File: config.mk
export PLATFORM = sky130hd
export DESIGN_NAME = status_led_pattern_generator
export DESIGN_NICKNAME = d
export VERILOG_FILES = /design/src/hdl/sledpg_pkg.sv /design/src/hdl/status_led_pattern_generator.sv /design/src/hdl/sledpg_cdiv.sv
export VERILOG_INCLUDE_DIRS = /design/src /design/src/hdl
export SDC_FILE = /design/constraint.sdc
export NUM_CORES = 2
export LEC_CHECK = 0
export BUFFER_PORTS_ARGS = -buffer_cell sky130_fd_sc_hd__buf_2
export CAP_MARGIN = 10
export CORE_AREA = 2 2 435 394
export CTS_CLUSTER_SIZE = 40
export DETAILED_ROUTE_END_ITERATION = 12
export DIE_AREA = 0 0 437 396
export PLACE_DENSITY = 0.65
export SYNTH_ARGS = -nofsm -noshare
export SYNTH_HDL_FRONTEND = slang
export SYNTH_HIERARCHICAL = 1
export SYNTH_SLANG_ARGS = --single-unit
export TNS_END_PERCENT = 50
File: constraint.sdc
create_clock -name clock -period 17.25 [get_ports clock]
set_input_delay 1.725 -clock clock [delete_from_list [all_inputs] [get_ports clock]]
set_output_delay 1.725 -clock clock [all_outputs]
set_load 0.1 [all_outputs]
File: src/hdl/status_led_pattern_generator_defines.svh
// Assertion macros shared by the status LED pattern generator RTL.
// No dependencies; included by the files that carry concurrent checks.
`ifndef STATUS_LED_PATTERN_GENERATOR_DEFINES_SVH
`define STATUS_LED_PATTERN_GENERATOR_DEFINES_SVH

// Same-cycle implication, disabled during reset.
`define SLEDPG_ASSERT_IMP(label, clk, rst, ante, cons) \
   label: assert property (@(posedge clk) disable iff (rst) (ante) |-> (cons)) \
      else $error("sledpg: check failed");

// Next-cycle implication, disabled during reset.
`define SLEDPG_ASSERT_NXT(label, clk, rst, ante, cons) \
   label: assert property (@(posedge clk) disable iff (rst) (ante) |=> (cons)) \
      else $error("sledpg: check failed");

`endif

File: src/hdl/sledpg_pkg.sv
// Package for the status LED pattern generator: timing constants, codes,
// word layouts and small helper functions. No dependencies.
package sledpg_pkg;

   localparam int MAX_COUNT_PULSES = 6;
   localparam int RESET_BLINKS     = 20;

   localparam int HB_PERIOD_MS     = 10000;
   localparam int HB_PULSE_MS      = 25;
   localparam int TRAFFIC_PULSE_MS = 50;
   localparam int CNT_ON_MS        = 300;
   localparam int CNT_GAP_MS       = 200;
   localparam int CNT_SLOT_MS      = CNT_ON_MS + CNT_GAP_MS;
   localparam int CNT_WINDOW_MS    = 3000;
   localparam int FAST_HALF_MS     = 50;
   localparam int SLOW_HALF_MS     = 500;
   localparam int RESET_SLOT_MS    = 100;
   localparam int RESET_ON_MS      = 50;
   localparam int BAT_LEAD_MS      = 1000;
   localparam int BAT_TAIL_MS      = 2000;
   localparam int BAT_LOW_PCT      = 10;
   localparam int BAT_LOW_ON_MS    = 100;
   localparam int BAT_LOW_BODY_MS  = 300;
   localparam int BAT_MAX_PULSES   = 4;

   localparam int RESET_SEQ_MS = RESET_BLINKS * RESET_SLOT_MS;
   localparam int BAT_SEQ_MS   = BAT_LEAD_MS + BAT_MAX_PULSES * CNT_SLOT_MS + BAT_TAIL_MS;
   localparam int SEQ_MAX_MS   = (RESET_SEQ_MS > BAT_SEQ_MS) ? RESET_SEQ_MS : BAT_SEQ_MS;
   // elapsed time of a running sequence always stays below SEQ_MAX_MS
   localparam int ELAPSED_W    = $clog2(SEQ_MAX_MS);
   localparam int CNT_W        = $clog2(MAX_COUNT_PULSES + 1);
   localparam int PHASE_W      = $clog2(CNT_WINDOW_MS);
   localparam int SLOT_REM_W   = $clog2(RESET_SLOT_MS);

   localparam int REQ_TDATA_W = 64;
   localparam int RSP_TDATA_W = 8;
   localparam int CSR_INDEX_W = 2;
   localparam int CSR_DATA_W  = 3;

   localparam logic [CSR_INDEX_W-1:0] CSR_LED_MODE   = 2'd0;
   localparam logic [CSR_INDEX_W-1:0] CSR_HB_ENABLE  = 2'd1;
   localparam logic [CSR_INDEX_W-1:0] CSR_ACTIVE_LOW = 2'd2;

   localparam logic [2:0] MODE_TRAFFIC = 3'd0;
   localparam logic [2:0] MODE_BLE     = 3'd1;
   localparam logic [2:0] MODE_TCP     = 3'd2;
   localparam logic [2:0] MODE_STA     = 3'd3;
   localparam logic [2:0] MODE_AP      = 3'd4;

   localparam logic [1:0] BLE_OFF         = 2'd0;
   localparam logic [1:0] BLE_ADVERTISING = 2'd1;
   localparam logic [1:0] BLE_PAIRING     = 2'd2;
   localparam logic [1:0] BLE_CONNECTED   = 2'd3;

   typedef enum logic [1:0] {
      SEQ_NONE    = 2'd0,
      SEQ_BATTERY = 2'd1,
      SEQ_RESET   = 2'd2
   } seq_kind_type;

   // input word, lowest field last
   typedef struct packed {
      logic [2:0]  spare;
      logic        reset_request;
      logic [6:0]  battery_percent;
      logic        battery_request;
      logic        traffic_seen;
      logic [7:0]  ap_stations;
      logic        sta_connected;
      logic [7:0]  proxy_clients;
      logic [1:0]  ble_state;
      logic [31:0] now_ms;
   } req_word_type;

   typedef struct packed {
      logic [5:0] spare;
      logic       sequence_busy;
      logic       led_pin;
   } rsp_word_type;

   // per-word context carried down the pipeline
   typedef struct packed {
      seq_kind_type         seq_kind;
      logic [6:0]           seq_percent;
      logic [ELAPSED_W-1:0] elapsed;
      logic [1:0]           ble_state;
      logic                 proxy_active;
      logic                 sta_connected;
      logic [CNT_W-1:0]     ap_count;
      logic                 heartbeat_on;
      logic                 traffic_on;
      logic                 normal_on;
   } led_ctx_type;

   function automatic logic [2:0] battery_pulses(input logic [6:0] pct);
      logic [2:0] n;
      priority if (pct < 7'd25) n = 3'd1;
      else if (pct < 7'd50)     n = 3'd2;
      else if (pct < 7'd75)     n = 3'd3;
      else                      n = 3'd4;
      return n;
   endfunction

   function automatic logic [31:0] seq_length(input seq_kind_type kind, input logic [6:0] pct);
      logic [31:0] body;
      body = (pct < 7'(BAT_LOW_PCT)) ? 32'(BAT_LOW_BODY_MS)
                                     : 32'(battery_pulses(pct)) * 32'(CNT_SLOT_MS);
      if (kind == SEQ_RESET)
         return 32'(RESET_SEQ_MS);
      return 32'(BAT_LEAD_MS) + body + 32'(BAT_TAIL_MS);
   endfunction

   // pulse active while 0 < (until - now) < 2^31, modulo 2^32
   function automatic logic window_open(input logic [31:0] until_ms, input logic [31:0] now_ms);
      logic [31:0] d;
      d = until_ms - now_ms;
      return (d != 32'd0) && !d[31];
   endfunction

endpackage

File: src/hdl/status_led_pattern_generator.sv
// Status LED pattern generator: per-tick LED level from mode, link status,
// heartbeat, traffic and battery/reset sequences. Uses sledpg_pkg, sledpg_cdiv.
//
// One word is taken every clock cycle. There are five register stages: input
// register, state update, blink phase divider, sequence phase divider, result
// register; the constant dividers take two stages each. Sequence and pulse
// state is updated as a word leaves the input register, so successive words
// see each other's effects exactly in order. A stalled result stalls the whole
// pipeline. Configuration registers are written through the csr_ port; the user
// must do so only while no word is in flight; the block does not enforce this.
`include "status_led_pattern_generator_defines.svh"

module status_led_pattern_generator (
   input  logic                                clock,
   input  logic                                reset,
   input  logic                                req_tvalid,
   output logic                                req_tready,
   // now_ms[31:0], ble_state[33:32], proxy_clients[41:34], sta_connected[42],
   // ap_stations[50:43], traffic_seen[51], battery_request[52],
   // battery_percent[59:53], reset_request[60], zero[63:61]
   input  logic [sledpg_pkg::REQ_TDATA_W-1:0] req_tdata,
   output logic                                rsp_tvalid,
   input  logic                                rsp_tready,
   // led_pin[0], sequence_busy[1], zero[7:2]
   output logic [sledpg_pkg::RSP_TDATA_W-1:0] rsp_tdata,
   input  logic                                csr_we,
   input  logic [sledpg_pkg::CSR_INDEX_W-1:0] csr_index,
   input  logic [sledpg_pkg::CSR_DATA_W-1:0]  csr_wdata
);

   import sledpg_pkg::*;

   // configuration
   logic [2:0] led_mode_ff, led_mode_in;
   logic       hb_enable_ff, hb_enable_in;
   logic       active_low_ff, active_low_in;

   // pipeline control
   logic         adv;
   logic         state_step;
   logic         a_valid_ff, b_valid_ff, c_valid_ff, d_valid_ff, rsp_valid_ff;
   req_word_type a_word_ff;
   logic [31:0]  now;
   led_ctx_type  b_ctx_ff, b_ctx_in;
   led_ctx_type  c_ctx_ff;
   led_ctx_type  d_ctx_ff, d_ctx_in;
   rsp_word_type rsp_word_ff, rsp_word_in;

   // sequence and pulse state
   seq_kind_type seq_kind_ff, seq_kind_in;
   logic [31:0]  seq_start_ff, seq_start_in;
   logic [6:0]   seq_pct_ff, seq_pct_in;
   logic         bat_pend_ff, bat_pend_in;
   logic [6:0]   pend_pct_ff, pend_pct_in;
   logic         reset_pend_ff, reset_pend_in;
   logic         traffic_pend_ff, traffic_pend_in;
   logic [31:0]  hb_ref_ff, hb_ref_in;
   logic [31:0]  hb_until_ff, hb_until_in;
   logic [31:0]  traffic_until_ff, traffic_until_in;
   logic         started_ff;
   logic [31:0]  seq_elapsed;
   logic         seq_fresh;
   logic         hb_due;
   logic         hb_on;
   logic         traffic_on;

   // divider results
   logic                  fast_odd;
   logic                  slow_odd;
   logic [PHASE_W-1:0]    cnt_phase;
   logic [SLOT_REM_W-1:0] reset_phase;

   logic count_on;
   logic mode_on;
   logic seq_on;
   logic [2:0] bat_pulses;

   assign adv        = !rsp_valid_ff || rsp_tready;
   assign req_tready = adv;
   assign state_step = adv && a_valid_ff;
   assign now        = a_word_ff.now_ms;

   // ---------------- configuration port ----------------
   always_comb begin
      led_mode_in   = led_mode_ff;
      hb_enable_in  = hb_enable_ff;
      active_low_in = active_low_ff;
      if (csr_we) begin
         unique case (csr_index)
            CSR_LED_MODE:   led_mode_in   = csr_wdata[2:0];
            CSR_HB_ENABLE:  hb_enable_in  = csr_wdata[0];
            CSR_ACTIVE_LOW: active_low_in = csr_wdata[0];
            default: ;
         endcase
      end
   end

   always_ff @(posedge clock) begin
      if (reset) begin
         led_mode_ff   <= MODE_TRAFFIC;
         hb_enable_ff  <= 1'b0;
         active_low_ff <= 1'b0;
      end else begin
         led_mode_ff   <= led_mode_in;
         hb_enable_ff  <= hb_enable_in;
         active_low_ff <= active_low_in;
      end
   end

   // ---------------- valid chain ----------------
   always_ff @(posedge clock) begin
      if (reset) begin
         a_valid_ff   <= 1'b0;
         b_valid_ff   <= 1'b0;
         c_valid_ff   <= 1'b0;
         d_valid_ff   <= 1'b0;
         rsp_valid_ff <= 1'b0;
      end else if (adv) begin
         a_valid_ff   <= req_tvalid;
         b_valid_ff   <= a_valid_ff;
         c_valid_ff   <= b_valid_ff;
         d_valid_ff   <= c_valid_ff;
         rsp_valid_ff <= d_valid_ff;
      end
   end

   always_ff @(posedge clock) begin
      if (adv) begin
         a_word_ff   <= req_word_type'(req_tdata);
         b_ctx_ff    <= b_ctx_in;
         c_ctx_ff    <= b_ctx_ff;
         d_ctx_ff    <= d_ctx_in;
         rsp_word_ff <= rsp_word_in;
      end
   end

   // ---------------- state update ----------------
   always_comb begin
      reset_pend_in    = reset_pend_ff | a_word_ff.reset_request;
      bat_pend_in      = bat_pend_ff | a_word_ff.battery_request;
      pend_pct_in      = a_word_ff.battery_request ? a_word_ff.battery_percent : pend_pct_ff;
      traffic_pend_in  = traffic_pend_ff | a_word_ff.traffic_seen;
      // first word loads the timers so no pulse is active
      hb_ref_in        = started_ff ? hb_ref_ff : now;
      hb_until_in      = started_ff ? hb_until_ff : now;
      traffic_until_in = started_ff ? traffic_until_ff : now;
      seq_kind_in      = seq_kind_ff;
      seq_start_in     = seq_start_ff;
      seq_pct_in       = seq_pct_ff;
      seq_elapsed      = now - seq_start_ff;
      seq_fresh        = 1'b0;
      hb_due           = 1'b0;
      hb_on            = 1'b0;
      traffic_on       = 1'b0;

      if (seq_kind_ff != SEQ_NONE && seq_elapsed >= seq_length(seq_kind_ff, seq_pct_ff))
         seq_kind_in = SEQ_NONE;

      if (seq_kind_in == SEQ_NONE) begin
         priority if (reset_pend_in) begin
            reset_pend_in = 1'b0;
            seq_kind_in   = SEQ_RESET;
            seq_start_in  = now;
            seq_fresh     = 1'b1;
         end else if (bat_pend_in) begin
            bat_pend_in  = 1'b0;
            seq_kind_in  = SEQ_BATTERY;
            seq_pct_in   = pend_pct_in;
            seq_start_in = now;
            seq_fresh    = 1'b1;
         end else begin
         end
      end

      if (seq_kind_in == SEQ_NONE) begin
         if (hb_enable_ff) begin
            hb_due = (now - hb_ref_in) >= 32'(HB_PERIOD_MS);
            hb_on  = hb_due || window_open(hb_until_in, now);
            if (hb_due) begin
               hb_ref_in   = now;
               hb_until_in = now + 32'(HB_PULSE_MS);
            end
         end
         traffic_on = traffic_pend_in || window_open(traffic_until_in, now);
         if (traffic_pend_in) begin
            traffic_until_in = now + 32'(TRAFFIC_PULSE_MS);
            traffic_pend_in  = 1'b0;
         end
      end
   end

   always_ff @(posedge clock) begin
      if (reset) begin
         seq_kind_ff      <= SEQ_NONE;
         seq_start_ff     <= '0;
         seq_pct_ff       <= '0;
         bat_pend_ff      <= 1'b0;
         pend_pct_ff      <= '0;
         reset_pend_ff    <= 1'b0;
         traffic_pend_ff  <= 1'b0;
         hb_ref_ff        <= '0;
         hb_until_ff      <= '0;
         traffic_until_ff <= '0;
         started_ff       <= 1'b0;
      end else if (state_step) begin
         seq_kind_ff      <= seq_kind_in;
         seq_start_ff     <= seq_start_in;
         seq_pct_ff       <= seq_pct_in;
         bat_pend_ff      <= bat_pend_in;
         pend_pct_ff      <= pend_pct_in;
         reset_pend_ff    <= reset_pend_in;
         traffic_pend_ff  <= traffic_pend_in;
         hb_ref_ff        <= hb_ref_in;
         hb_until_ff      <= hb_until_in;
         traffic_until_ff <= traffic_until_in;
         started_ff       <= 1'b1;
      end
   end

   always_comb begin
      b_ctx_in               = '0;
      b_ctx_in.seq_kind      = seq_kind_in;
      b_ctx_in.seq_percent   = seq_pct_in;
      b_ctx_in.elapsed       = seq_fresh ? '0 : seq_elapsed[ELAPSED_W-1:0];
      b_ctx_in.ble_state     = a_word_ff.ble_state;
      b_ctx_in.proxy_active  = a_word_ff.proxy_clients != 8'd0;
      b_ctx_in.sta_connected = a_word_ff.sta_connected;
      b_ctx_in.ap_count      = (a_word_ff.ap_stations > 8'(MAX_COUNT_PULSES))
                               ? CNT_W'(MAX_COUNT_PULSES) : a_word_ff.ap_stations[CNT_W-1:0];
      b_ctx_in.heartbeat_on  = hb_on;
      b_ctx_in.traffic_on    = traffic_on;
   end

   // ---------------- blink phase dividers ----------------
   sledpg_cdiv #(.WIDTH(32), .DIVISOR(FAST_HALF_MS)) u_div_fast (
      .clock        (clock),
      .enable       (adv),
      .dividend     (now),
      .quotient_odd (fast_odd),
      .remainder    ()
   );

   sledpg_cdiv #(.WIDTH(32), .DIVISOR(SLOW_HALF_MS)) u_div_slow (
      .clock        (clock),
      .enable       (adv),
      .dividend     (now),
      .quotient_odd (slow_odd),
      .remainder    ()
   );

   sledpg_cdiv #(.WIDTH(32), .DIVISOR(CNT_WINDOW_MS)) u_div_window (
      .clock        (clock),
      .enable       (adv),
      .dividend     (now),
      .quotient_odd (),
      .remainder    (cnt_phase)
   );

   sledpg_cdiv #(.WIDTH(ELAPSED_W), .DIVISOR(RESET_SLOT_MS)) u_div_seq (
      .clock        (clock),
      .enable       (adv),
      .dividend     (b_ctx_ff.elapsed),
      .quotient_odd (),
      .remainder    (reset_phase)
   );

   // ---------------- mode pattern ----------------
   always_comb begin
      count_on = 1'b0;
      for (int k = 0; k < MAX_COUNT_PULSES; k++) begin
         if (CNT_W'(k) < c_ctx_ff.ap_count
             && cnt_phase >= PHASE_W'(k * CNT_SLOT_MS)
             && cnt_phase < PHASE_W'(k * CNT_SLOT_MS + CNT_ON_MS))
            count_on = 1'b1;
      end
   end

   always_comb begin
      mode_on = 1'b0;
      unique case (led_mode_ff)
         MODE_BLE: begin
            unique case (c_ctx_ff.ble_state)
               BLE_CONNECTED:   mode_on = 1'b1;
               BLE_PAIRING:     mode_on = fast_odd;
               BLE_ADVERTISING: mode_on = slow_odd;
               BLE_OFF:         mode_on = 1'b0;
            endcase
         end
         MODE_TCP: mode_on = c_ctx_ff.proxy_active;
         MODE_STA: mode_on = c_ctx_ff.sta_connected || slow_odd;
         MODE_AP:  mode_on = count_on;
         default:  mode_on = 1'b0;
      endcase
   end

   always_comb begin
      d_ctx_in           = c_ctx_ff;
      d_ctx_in.normal_on = mode_on || c_ctx_ff.heartbeat_on || c_ctx_ff.traffic_on;
   end

   // ---------------- sequence pattern and result ----------------
   assign bat_pulses = battery_pulses(d_ctx_ff.seq_percent);

   always_comb begin
      seq_on = 1'b0;
      if (d_ctx_ff.seq_kind == SEQ_RESET) begin
         seq_on = reset_phase < SLOT_REM_W'(RESET_ON_MS);
      end else if (d_ctx_ff.seq_percent < 7'(BAT_LOW_PCT)) begin
         seq_on = d_ctx_ff.elapsed >= ELAPSED_W'(BAT_LEAD_MS)
                  && d_ctx_ff.elapsed < ELAPSED_W'(BAT_LEAD_MS + BAT_LOW_ON_MS);
      end else begin
         for (int k = 0; k < BAT_MAX_PULSES; k++) begin
            if (3'(k) < bat_pulses
                && d_ctx_ff.elapsed >= ELAPSED_W'(BAT_LEAD_MS + k * CNT_SLOT_MS)
                && d_ctx_ff.elapsed < ELAPSED_W'(BAT_LEAD_MS + k * CNT_SLOT_MS + CNT_ON_MS))
               seq_on = 1'b1;
         end
      end
   end

   always_comb begin
      rsp_word_in               = '0;
      rsp_word_in.sequence_busy = d_ctx_ff.seq_kind != SEQ_NONE;
      rsp_word_in.led_pin       = (rsp_word_in.sequence_busy ? seq_on : d_ctx_ff.normal_on)
                                  ^ active_low_ff;
   end

   assign rsp_tvalid = rsp_valid_ff;
   assign rsp_tdata  = RSP_TDATA_W'(rsp_word_ff);

   // ---------------- checks ----------------
   `SLEDPG_ASSERT_IMP(a_stall_blocks_input, clock, reset, rsp_tvalid && !rsp_tready, !req_tready)
   `SLEDPG_ASSERT_NXT(a_state_only_on_word, clock, reset, !state_step,
                      $stable(seq_kind_ff) && $stable(seq_start_ff) && $stable(traffic_pend_ff))
   `SLEDPG_ASSERT_IMP(a_seq_after_first_word, clock, reset, seq_kind_ff != SEQ_NONE, started_ff)

endmodule

File: src/hdl/sledpg_cdiv.sv
// Two-stage divider by a constant: reciprocal multiply, then one correction.
// Gives quotient parity and remainder. Standalone, no package use.
module sledpg_cdiv #(
   parameter int WIDTH   = 32,
   parameter int DIVISOR = 50,
   localparam int REM_W  = $clog2(DIVISOR)
) (
   input  logic             clock,
   input  logic             enable,
   input  logic [WIDTH-1:0] dividend,
   output logic             quotient_odd,
   output logic [REM_W-1:0] remainder
);

   localparam int PROD_W = 2 * WIDTH;
   localparam logic [WIDTH-1:0] RECIP = WIDTH'((64'd1 << WIDTH) / 64'(DIVISOR));
   localparam logic [WIDTH-1:0] DIV_W = WIDTH'(DIVISOR);

   logic [PROD_W-1:0] product;
   logic [WIDTH-1:0]  est_ff;
   logic [WIDTH-1:0]  num_ff;
   logic [WIDTH-1:0]  back;
   logic [WIDTH-1:0]  resid;
   logic              fix;
   logic              odd_ff;
   logic [REM_W-1:0]  rem_ff;

   // estimate is the true quotient or one below it
   assign product = PROD_W'(dividend) * PROD_W'(RECIP);

   always_ff @(posedge clock) begin
      if (enable) begin
         est_ff <= product[PROD_W-1:WIDTH];
         num_ff <= dividend;
      end
   end

   assign back  = est_ff * DIV_W;
   assign resid = num_ff - back;
   assign fix   = resid >= DIV_W;

   always_ff @(posedge clock) begin
      if (enable) begin
         odd_ff <= est_ff[0] ^ fix;
         rem_ff <= fix ? REM_W'(resid - DIV_W) : REM_W'(resid);
      end
   end

   assign quotient_odd = odd_ff;
   assign remainder    = rem_ff;

endmodule

==> results by group <==
Timing
  • Final hold vios: 0
  • Worst Tran Pin Value: 1.07 ns
  • Fmax: 113 MHz
  • RSZ-0062 raised after global routing: no
  • Worst setup margin: 8.44 ns
  • Clock skew: 0.0496 ns
  • Final TNS setup: 0 ns
  • Final min period: 8.81 ns
  • Final setup fails: 0
  • Slew Viols, Final: 0
  • Ratio of final minimum period to clock period: 51.1%
  • Worst slew margin: 27.7%

Placement
  • Port Buffer Count: 74
  • DP HPWL: 172000 um
  • GPL Wtd Cong: 0.940
  • Post-place setup slack: 8.48 ns

Drt
  • WL/cell: 20.0 um
  • Remaining DRCs: 0
  • Via Count: 61900
  • Detailed Route Iter0 Violations: 4381
  • Vias/cell: 5.60
  • Remaining antenna violation count: 0
  • Detailed-router iteration count before antenna repair: 7
  • Final WL: 221000 um

Outcome
  • Status: finished clean

Floorplan
  • Die height: 396 um
  • Core area: 168000 um^2
  • Die W: 437 um
  • Cell Rows: 143
  • Die area: 173000 um^2
  • Initial Utilization: 49.2%
  • Total I/O pin count: 84

Setup path
  • Worst Path Max Fanout: 29
  • Crit-path slowest cell: nor4b_1
  • Setup Crit Path Kind: flip-flop to flip-flop
  • Top delay family on crit path: adder cells
  • CP most frequent cell: fa_1
  • Setup crit start kind: flip-flop
  • CP Launch Point: now[19]
  • Worst R2R Start: now[19]
  • Req. time, crit path: 17.69 ns
  • Largest stage delay, worst path: 0.96 ns
  • Crit-path cells: buf_4 > buf_4 > ha_1 > fa_1 > fa_1 > fa_1 > fa_1 > fa_1 > fa_1 > ha_1 > nand2_1 > nor2_1 > nand4_1 > nor4b_1 > o21ai_0 > a21oi_1 > nor2_1 > o21ai_0 > a41oi_1 > xnor2_1
  • CP Buf/Inv Count: 2
  • Setup crit end kind: flip-flop
  • CP Data Arrival Time: 9.25 ns

Clock tree
  • CTS root buf: clkbuf_16
  • Hold buffers post-CTS: 0
  • Reg clk slew, reported paths: 0.06 ns
  • Worst skew pair latency: 0.73 ns
  • Post-CTS Setup Bufs: 0
  • # clock sinks: 505
  • Post-CTS sizing: 0
  • CTS Buf Count: 61
  • CTS tree: done
  • Worst-case clock buffer depth: 3
  • H-tree Lvls: 2

Worst hold path
  • Worst Hold Class: flip-flop to flip-flop
  • Hold_sp: c_ctx_ff[19]

Global routing
  • Total Routing Usage GR: 25.5%
  • First-pass GRT wire length: 348000 um
  • Total grt overflow: 0
  • Initial antenna violation count: 7
  • Largest net degree at the start of global routing: 85
  • Vias in the first global route: 62300

Flow run
  • Max_cap viols: 0

Synth
  • Mean Syn Cell Area: 9.52 um^2
  • Ys Warns: 6
  • Netlist Area Pre-Place: 82800 um^2
  • Mapped Cells: 8695

Layout
  • Share of cells above drive strength 1: 4.41%
  • Most frequent cells in the layout: inv_1 (1894), ha_1 (1462), fa_1 (1017)
  • Layout area overhead: 6.41%
  • NumNets Final: 11300
  • Most common library cell in the layout ignoring fill and taps: inv_1
## path summary, 6_finish.rpt
path                                               to  slack, ns  cells after the start
worst max register to register  u_div_fast/est_ff[21]       8.44                     20
worst min-delay path                     d_ctx_ff[19]       0.41                      0
worst max-delay path            u_div_fast/est_ff[21]       8.44                     20
worst min register to register           d_ctx_ff[19]       0.41                      0
## layer usage
metal / up-vias / wire, um / track usage (%)
li1: 29400 / - / -
met1: 30600 / 105000 / 37.1
met2: 1659 / 99100 / 40.5
met3: 270 / 12100 / 3.02
met4: 0 / 4930 / 5.60
met5: - / 0 / 0
## metrics by stage
| stage | std cells | util (%) | cell area, um^2 | hold WS [ns] |
|---|---|---|---|---|
| 6_report | 11100 | 52.4 | 88100 | 0.415 |
| 4_1_cts | 11000 | 52.4 | 88100 | 0.419 |
| 3_5_place_dp | 10900 | 51.1 | 85900 | 0.405 |
| 3_3_place_gp | 10900 | 51.1 | 85900 | 0.401 |
| 5_1_grt | 11000 | 52.4 | 88100 | 0.425 |
| 2_1_floorplan | 8700 | - | 82800 | 0.400 |
## final cells by class
cell class	instances	area [um^2]
antenna	5	12.5
tap	2247	2810
inverter	1895	7110
timing repair buffer	152	1050
fill	15300	80100
sequential	505	13600
clock buffer	67	1560
multi-input combinational	6135	61400
clock inverter	48	558
## flip-flops by register name (all words and copies together) (netlist names), 31 cells and up
signal / cells
hb_ref_ff: 32
hb_until_ff: 32
now: 32
seq_start_ff: 32
traffic_until_ff: 32
u_div_slow/num_ff: 32
b_ctx_ff: 31
u_div_fast/num_ff: 31
Power is not shown: default switching activity piles up to over one toggle a cycle in this logic, so the estimate is an artifact.
